==> config.mk <==
export PLATFORM = sky130hd
export DESIGN_NAME = cat_command_frame_decoder
export DESIGN_NICKNAME = d
export VERILOG_FILES = /design/src/rtl/core/cfd_pkg.sv /design/src/rtl/core/cfd_frame_state.sv /design/src/rtl/core/cfd_decode.sv /design/src/rtl/core/cat_command_frame_decoder.sv
export SDC_FILE = /design/constraint.sdc
export NUM_CORES = 1
export LEC_CHECK = 0
export ABC_AREA = 1
export BUFFER_PORTS_ARGS = -buffer_cell sky130_fd_sc_hd__buf_4
export CELL_PAD_IN_SITES_DETAIL_PLACEMENT = 1
export CELL_PAD_IN_SITES_GLOBAL_PLACEMENT = 2
export CORE_MARGIN = 2
export CORE_UTILIZATION = 36
export DETAILED_ROUTE_END_ITERATION = 8
export PLACE_DENSITY = 0.78
export SLEW_MARGIN = 10
export SYNTH_ARGS = -nofsm -noshare
export SYNTH_HDL_FRONTEND = slang
export SYNTH_SLANG_ARGS = --single-unit
==> constraint.sdc <==
create_clock -name clk -period 4.5 [get_ports clk]
set_input_delay 0.45 -clock clk [delete_from_list [all_inputs] [get_ports clk]]
set_output_delay 0.45 -clock clk [all_outputs]
set_load 0.02 [all_outputs]
==> src/rtl/core/cfd_pkg.sv <==
// Shared types and constants for the command frame decoder.
package cfd_pkg;

  // Frame sizing
  localparam int FREQ_DIGITS = 9;
  localparam int COUNT_W     = 4;
  localparam logic [COUNT_W-1:0] COUNT_MAX = '1;
  localparam int FREQ_W      = 30;
  localparam logic [FREQ_W-1:0] FREQ_MAX = '1;

  // Characters with a framing meaning
  localparam logic [7:0] CHAR_SEMI = 8'h3B;
  localparam logic [7:0] CHAR_ZERO = 8'h30;
  localparam logic [7:0] CHAR_NINE = 8'h39;

  // Configuration register indexes
  localparam int CFG_IDX_W = 1;
  localparam logic [CFG_IDX_W-1:0] CFG_MIN_FREQ = 1'd0;
  localparam logic [CFG_IDX_W-1:0] CFG_MAX_FREQ = 1'd1;

  localparam logic [FREQ_W-1:0] MIN_FREQ_RESET = 30'd30000;
  localparam logic [FREQ_W-1:0] MAX_FREQ_RESET = 30'd470000000;

  typedef enum logic [3:0] {
    ST_OK          = 4'd0,
    ST_BAD_FRAME   = 4'd1,
    ST_UNKNOWN_CMD = 4'd2,
    ST_FREQ_LEN    = 4'd3,
    ST_NON_DIGIT   = 4'd4,
    ST_OUT_OF_RANGE = 4'd5,
    ST_BAD_MODE    = 4'd6,
    ST_BAD_MD      = 4'd7,
    ST_BAD_TX      = 4'd8
  } status_t;

  typedef enum logic [2:0] {
    REQ_GET_FREQ = 3'd0,
    REQ_SET_FREQ = 3'd1,
    REQ_GET_MODE = 3'd2,
    REQ_SET_MODE = 3'd3,
    REQ_GET_TX   = 3'd4,
    REQ_SET_TX   = 3'd5
  } req_kind_t;

  // Frame state seen by the decoder
  typedef struct packed {
    logic [COUNT_W-1:0] byte_count;
    logic [7:0]         mnemonic0;
    logic [7:0]         mnemonic1;
    logic [7:0]         payload0;
    logic [7:0]         payload1;
    logic [FREQ_W-1:0]  freq_accum;
    logic               all_digits;
  } frame_t;

  // One decoded request
  typedef struct packed {
    status_t           status;
    req_kind_t         request_kind;
    logic              vfo_sel;
    logic [FREQ_W-1:0] freq_hz;
    logic [3:0]        mode_code;
    logic              tx_on;
    logic              wants_response;
  } result_t;

endpackage

==> src/rtl/core/cfd_frame_state.sv <==
// Per-frame state: byte count, mnemonic, first payload bytes, digit accumulator.
module cfd_frame_state
  import cfd_pkg::*;
(
  input  logic       clk,
  input  logic       rst,
  input  logic       advance,
  input  logic [7:0] in_byte,
  output frame_t     frame
);

  // empty frame: everything zero, digits-only flag set
  localparam frame_t FRAME_CLEAR = '{
    byte_count: '0,
    mnemonic0:  '0,
    mnemonic1:  '0,
    payload0:   '0,
    payload1:   '0,
    freq_accum: '0,
    all_digits: 1'b1
  };

  function automatic logic [7:0] upcase(input logic [7:0] c);
    upcase = (c >= 8'h61 && c <= 8'h7A) ? (c - 8'd32) : c;
  endfunction

  frame_t frame_next;
  logic [COUNT_W-1:0] pos;
  logic               is_digit;
  logic [FREQ_W+3:0]  acc_wide;

  assign pos      = frame.byte_count - COUNT_W'(2);
  assign is_digit = (in_byte >= CHAR_ZERO) && (in_byte <= CHAR_NINE);
  // times ten plus the digit, saturated at the field max
  assign acc_wide = {1'b0, frame.freq_accum, 3'b000} + {3'b000, frame.freq_accum, 1'b0}
                  + {(FREQ_W+4-8)'(0), in_byte - CHAR_ZERO};

  // next frame state for one word
  always_comb begin
    frame_next = frame;
    if (in_byte == CHAR_SEMI) begin
      frame_next = FRAME_CLEAR;
    end else begin
      if (frame.byte_count < COUNT_W'(2)) begin
        if (frame.byte_count[0]) frame_next.mnemonic1 = upcase(in_byte);
        else                     frame_next.mnemonic0 = upcase(in_byte);
      end else begin
        if (pos == COUNT_W'(0)) frame_next.payload0 = in_byte;
        if (pos == COUNT_W'(1)) frame_next.payload1 = in_byte;
        if (is_digit) begin
          if (frame.byte_count < COUNT_W'(FREQ_DIGITS + 2)) begin
            frame_next.freq_accum = (acc_wide > {4'b0000, FREQ_MAX}) ? FREQ_MAX
                                                                     : acc_wide[FREQ_W-1:0];
          end
        end else begin
          frame_next.all_digits = 1'b0;
        end
      end
      if (frame.byte_count != COUNT_MAX) frame_next.byte_count = frame.byte_count + COUNT_W'(1);
    end
  end

  always_ff @(posedge clk) begin
    if (rst) begin
      frame <= FRAME_CLEAR;
    end else if (advance) begin
      frame <= frame_next;
    end
  end

endmodule

==> src/rtl/core/cfd_decode.sv <==
// Decodes a finished frame into one request or an error status.
module cfd_decode
  import cfd_pkg::*;
(
  input  frame_t            frame,
  input  logic [FREQ_W-1:0] min_freq_hz,
  input  logic [FREQ_W-1:0] max_freq_hz,
  output result_t           result
);

  localparam logic [7:0] CHAR_ONE = 8'h31;
  localparam logic [7:0] CHAR_A   = 8'h41;
  localparam logic [7:0] CHAR_B   = 8'h42;
  localparam logic [7:0] CHAR_D   = 8'h44;
  localparam logic [7:0] CHAR_E   = 8'h45;
  localparam logic [7:0] CHAR_F   = 8'h46;
  localparam logic [7:0] CHAR_M   = 8'h4D;
  localparam logic [7:0] CHAR_T   = 8'h54;
  localparam logic [7:0] CHAR_X   = 8'h58;
  localparam logic [3:0] MODE_BAD = 4'd15;

  // '1'..'9' map to 0..8, 'A'..'E' to 9..13
  function automatic logic [3:0] mode_index(input logic [7:0] c);
    logic [7:0] d;
    d = 8'd0;
    mode_index = MODE_BAD;
    if (c >= CHAR_ONE && c <= CHAR_NINE) begin
      d          = c - CHAR_ONE;
      mode_index = d[3:0];
    end else if (c >= CHAR_A && c <= CHAR_E) begin
      d          = c - CHAR_A + 8'd9;
      mode_index = d[3:0];
    end
  endfunction

  logic [COUNT_W-1:0] cnt;
  logic [3:0]         mode;
  logic               p0_zero;

  assign cnt     = frame.byte_count;
  assign mode    = mode_index(frame.payload1);
  assign p0_zero = (frame.payload0 == CHAR_ZERO);

  // command dispatch
  always_comb begin
    result = '0;
    if (cnt < COUNT_W'(2)) begin
      result.status = ST_BAD_FRAME;
    end else if (frame.mnemonic0 == CHAR_F &&
                 (frame.mnemonic1 == CHAR_A || frame.mnemonic1 == CHAR_B)) begin
      if (cnt == COUNT_W'(2)) begin
        result.request_kind   = REQ_GET_FREQ;
        result.vfo_sel        = (frame.mnemonic1 == CHAR_B);
        result.wants_response = 1'b1;
      end else if (cnt != COUNT_W'(FREQ_DIGITS + 2)) begin
        result.status = ST_FREQ_LEN;
      end else if (!frame.all_digits) begin
        result.status = ST_NON_DIGIT;
      end else if (frame.freq_accum < min_freq_hz || frame.freq_accum > max_freq_hz) begin
        result.status = ST_OUT_OF_RANGE;
      end else begin
        result.request_kind = REQ_SET_FREQ;
        result.vfo_sel      = (frame.mnemonic1 == CHAR_B);
        result.freq_hz      = frame.freq_accum;
      end
    end else if (frame.mnemonic0 == CHAR_M && frame.mnemonic1 == CHAR_D) begin
      if (cnt == COUNT_W'(3) && p0_zero) begin
        result.request_kind   = REQ_GET_MODE;
        result.wants_response = 1'b1;
      end else if (cnt == COUNT_W'(4) && p0_zero) begin
        if (mode > 4'd13) begin
          result.status = ST_BAD_MODE;
        end else begin
          result.request_kind = REQ_SET_MODE;
          result.mode_code    = mode;
        end
      end else begin
        result.status = ST_BAD_MD;
      end
    end else if (frame.mnemonic0 == CHAR_T && frame.mnemonic1 == CHAR_X) begin
      if (cnt == COUNT_W'(2)) begin
        result.request_kind   = REQ_GET_TX;
        result.wants_response = 1'b1;
      end else if (cnt == COUNT_W'(3) && (p0_zero || frame.payload0 == CHAR_ONE)) begin
        result.request_kind = REQ_SET_TX;
        result.tx_on        = (frame.payload0 == CHAR_ONE);
      end else begin
        result.status = ST_BAD_TX;
      end
    end else begin
      result.status = ST_UNKNOWN_CMD;
    end
  end

endmodule

==> src/rtl/core/cat_command_frame_decoder.sv <==
// Top level of the text command frame decoder.
// Takes one character word per cycle while in_stall is low and gives one decoded
// request word for every ';' (other characters give nothing). A word goes through an
// input register, then frame state update and decode, into the result register; one
// word per cycle is sustained while out_stall is low. in_stall rises only when a ';'
// sits in the input register while the result register holds a word that is stalled.
// The frequency bounds are written through cfg_wr_en/cfg_index/cfg_data.
module cat_command_frame_decoder
  import cfd_pkg::*;
(
  input  logic                 clk,
  input  logic                 rst,
  input  logic                 in_valid,
  output logic                 in_stall,
  input  logic [7:0]           in_byte,
  output logic                 out_valid,
  input  logic                 out_stall,
  output logic [3:0]           status,
  output logic [2:0]           request_kind,
  output logic                 vfo_sel,
  output logic [FREQ_W-1:0]    freq_hz,
  output logic [3:0]           mode_code,
  output logic                 tx_on,
  output logic                 wants_response,
  input  logic                 cfg_wr_en,
  input  logic [CFG_IDX_W-1:0] cfg_index,
  input  logic [FREQ_W-1:0]    cfg_data
);

  logic [FREQ_W-1:0] min_freq_hz;
  logic [FREQ_W-1:0] max_freq_hz;
  logic              s1_valid;
  logic [7:0]        s1_byte;
  logic              s1_semi;
  logic              s1_go;
  logic              out_free;
  frame_t            frame;
  result_t           dec_result;
  result_t           out_word;

  // configuration registers
  always_ff @(posedge clk) begin
    if (rst) begin
      min_freq_hz <= MIN_FREQ_RESET;
      max_freq_hz <= MAX_FREQ_RESET;
    end else if (cfg_wr_en) begin
      case (cfg_index)
        CFG_MIN_FREQ: min_freq_hz <= cfg_data;
        CFG_MAX_FREQ: max_freq_hz <= cfg_data;
        default: ;
      endcase
    end
  end

  // flow control: only ';' needs room in the result register
  assign out_free = !out_valid || !out_stall;
  assign s1_semi  = (s1_byte == CHAR_SEMI);
  assign s1_go    = s1_valid && (!s1_semi || out_free);
  assign in_stall = s1_valid && !s1_go;

  // input register
  always_ff @(posedge clk) begin
    if (rst) begin
      s1_valid <= 1'b0;
    end else if (!in_stall) begin
      s1_valid <= in_valid;
    end
  end

  always_ff @(posedge clk) begin
    if (!in_stall && in_valid) s1_byte <= in_byte;
  end

  cfd_frame_state u_state (
    .clk     (clk),
    .rst     (rst),
    .advance (s1_go),
    .in_byte (s1_byte),
    .frame   (frame)
  );

  cfd_decode u_decode (
    .frame       (frame),
    .min_freq_hz (min_freq_hz),
    .max_freq_hz (max_freq_hz),
    .result      (dec_result)
  );

  // result register
  always_ff @(posedge clk) begin
    if (rst) begin
      out_valid <= 1'b0;
    end else if (s1_go && s1_semi) begin
      out_valid <= 1'b1;
    end else if (!out_stall) begin
      out_valid <= 1'b0;
    end
  end

  always_ff @(posedge clk) begin
    if (s1_go && s1_semi) out_word <= dec_result;
  end

  assign status         = out_word.status;
  assign request_kind   = out_word.request_kind;
  assign vfo_sel        = out_word.vfo_sel;
  assign freq_hz        = out_word.freq_hz;
  assign mode_code      = out_word.mode_code;
  assign tx_on          = out_word.tx_on;
  assign wants_response = out_word.wants_response;

endmodule

==> flow_metrics.env <==
export IMPL_grt_overflow=0
export IMPL_nets=1788
export IMPL_fin_ws_ps=747
export IMPL_p_total_w=0.00370
export IMPL_cp_start_kind="flop"
export IMPL_path_cells="inv_1 > ha_1 > nand2_1 > a21oi_1 > a21oi_1 > fa_1 > inv_1 > ha_1 > nand2_1 > inv_1 > a21oi_1 > nand2_1 > nand2_1 > nand2_2 > nand2_1 > nand2_1 > nand2_1 > nand2_1 > nor2_2 > buf_4 > nand3_1 > nand2_1 > a21oi_1"
export IMPL_rows=65
export IMPL_yosys_area_top_type="dfxtp_1"
export IMPL_port_buffers=89
export IMPL_cts_tree="yes"
export IMPL_finalCritPeriodShare=0.834
export IMPL_clk_pin_slew_ps=70
export IMPL_tightest_slew_ps=956
export IMPL_grt_usage=0.215
export IMPL_holdPathStages=1
export IMPL_yosys_warnings=0
export IMPL_syn_instance_count=1536
export IMPL_cts_setup_buffers=0
export IMPL_yosysUniqueCellTypes=47
export IMPL_post_drt_wl_per_cell_um=17.2
export IMPL_slew_violations=0
export IMPL_final_core_util=0.418
export IMPL_clock_skew_ps=14.6
export IMPL_ys_flop_type="dfxtp_1"
export IMPL_area_delta_synth_final_pct=14.7
export IMPL_outcome="completed"
export IMPL_place_inst=1996
export IMPL_die_area_um2=33200
export IMPL_hpwl_um=27200
export IMPL_clkPwrFrac=0.447
export IMPL_grt_pass1_wl_um=56000
export IMPL_critPathCaptureType="flop"
export IMPL_swShare=0.248
export IMPL_cp_max_fo=30
export IMPL_synth_top_cell_area_share=0.226
export IMPL_routed_via_density=5.06
export IMPL_hold_buffers=0
export IMPL_critical_path_class="reg2reg"
export IMPL_grt_pass1_vias=10200
export IMPL_tns_ps=0
export IMPL_p_per_area_nw_per_um2=282
export IMPL_ctsHtreeMaxLevel=4
export IMPL_drtAntennaViolNets=0
export IMPL_cpMaxStageDelayCell="edfxtp_1"
export IMPL_required_ps=4800
export IMPL_synth_edff_count=52
export IMPL_slowest_delay_ps=480
export IMPL_async_flop_share=0
export IMPL_drcViolationCount=0
export IMPL_max_freq_mhz=266
export IMPL_max_slew_margin=0.361
export IMPL_intPower_w=0.00278
export IMPL_grt_antenna_before_repair=0
export IMPL_first_iter_violations=540
export IMPL_critPathMostFrequentCell="nand2_1"
export IMPL_die_w_um=182
export IMPL_start_util=0.364
export IMPL_hold_class="in2reg"
export IMPL_synth_most_common_cell="nand2_1"
export IMPL_netlist_top_cells_area="dfxtp_1 (23%), ha_1 (14%), edfxtp_1 (14%), nand2_1 (12%), inv_1 (7.4%)"
export IMPL_place_congestion=0.843
export IMPL_diodes=0
export IMPL_insertion_delay_ps=440
export IMPL_maxCapViolCount=0
export IMPL_num_io_pins=90
export IMPL_firstDrtPassIters=5
export IMPL_synth_nets=1711
export IMPL_p_comb_frac=0.081
export IMPL_grt_start_max_net_pins=50
export IMPL_vias=10300
export IMPL_critical_path_arrival_ps=4050
export IMPL_fill_cells=3916
export IMPL_clockRootBuffer="clkbuf_16"
export IMPL_rsz0062_at_grt="false"
export IMPL_p_switching_w=0.000915
export IMPL_pre_cts_ws_ps=724
export IMPL_rr_worst_depth=23
export IMPL_yosysSeqAreaShare=0.363
export IMPL_seqPwrFrac=0.473
export IMPL_coreArea_um2=31400
export IMPL_syn_area_per_cell_um2=7.44
export IMPL_fin_cells=2028
export IMPL_drive_above_1_share=0.106
export IMPL_numCtsBuffers=17
export IMPL_final_hold_viol_count=0
export IMPL_cts_sinks=181
export IMPL_ir_drop_v=0.000252
export IMPL_synth_area_um2=11400
export IMPL_die_h_um=182
export IMPL_routed_wl_um=34800
export IMPL_fin_crit_ps=3750
export IMPL_synthTopCellsByCount="nand2_1 (360), inv_1 (226), a21oi_1 (164)"
export IMPL_leakage_nw=6.30
export IMPL_clockBufferDepth=2
export IMPL_ys_ff_latch=181
export IMPL_cts_resized=0
export IMPL_final_setup_viol_count=0
-- flip-flops by register name, indices dropped and copies added (netlist names), 3 cells and up --
| name | flops |
|---|---|
| u_state.frame | 67 |
| freq_hz | 30 |
| max_freq_hz | 30 |
| min_freq_hz | 30 |
| s1_byte | 8 |
| mode_code | 4 |
| status | 4 |
| request_kind | 3 |
-- metrics by stage --
step / area (um2) / hold WS (ps)
after floorplan: 11400 / 435
after global placement: 12500 / 449
after detailed placement: 12500 / 455
after CTS: 13100 / 156
after global routing: 13100 / 154
final: 13100 / 179
-- worst paths after layout --
check | slack [ps] | start | endpoint
max | 750 | s1_byte[6] | u_state.frame[3]
min | 180 | in_byte[2] | s1_byte[2]
max reg2reg | 750 | s1_byte[6] | u_state.frame[3]
min reg2reg | 460 | max_freq_hz[23] | max_freq_hz[23]
-- final cells by class --
class / count / area, um2 / area share
clock buffers: 19 / 443 / 0.0338
clock inverters: 13 / 194 / 0.0148
inverters: 233 / 877 / 0.0669
multi-input cells: 1079 / 6190 / 0.472
flip-flops and latches: 181 / 4140 / 0.316
well taps: 402 / 503 / 0.0384
repair buffers: 101 / 758 / 0.0578
-- power by group through the flow --
stage	sequential (W)	combinational, W	clock (W)
CTS	0.00175	0.000301	0.00169
finish	0.00175	0.000299	0.00165
floorplan	0.00178	0.000196	0
global route	0.00175	0.000343	0.00174
global placement	0.00178	0.000292	0
detailed placement	0.00179	0.000299	0
-- critical path, delay by kind of cell (launching register included) --
family                   cells  cell delay [ps]
adder cells (fa/ha/maj)      3             1000
AO/OA/AOI/OAI                4              400
buffers and inverters        4              640
AND/OR/NAND/NOR             12             1070
flip-flops                   1              480
-- metal layers --
| metal | vias up | wire length, um | global-route usage |
|---|---|---|---|
| met4 | 0 | 207 | 0.0361 |
| met2 | 117 | 15400 | 0.335 |
| li1 | 5186 | - | - |
| met1 | 4945 | 18400 | 0.322 |
| met3 | 11 | 833 | 0.0259 |
| met5 | - | 0 | 0 |
-- logic make-up after synthesis --
group,after synthesis,share of synthesized area
adders and majority gates,131,0.147
AOI/OAI and AO/OA,296,0.142
DFF,181,0.363
xor gates and xnor gates,21,0.0161
and+or+nand+nor,631,0.235
buffers and inverters,276,0.0960
-- placed cells by master, fill, tap and decap left out, types with 6 or more instances in the layout --
master     synthesis  final
nand4_1           16     16
a21oi_2           10     10
inv_1            226    225
nand3b_1           6      6
dfxtp_1          129    129
ha_1             125    125
nor3_1            15     15
clkbuf_16          0     17
xnor2_1           16     16
nand2_2            6      6
nor2_1           129    128
nand3_1           70     70
edfxtp_1          52     52
fa_1               6      6
o21ai_0           81     81
a21oi_1          164    164
o21bai_1           6      6
nor4_1             8      8
nand2_1          360    360
buf_4              8    101
o211ai_1          19     19
Note: power is estimated with default switching activity, not from simulation.
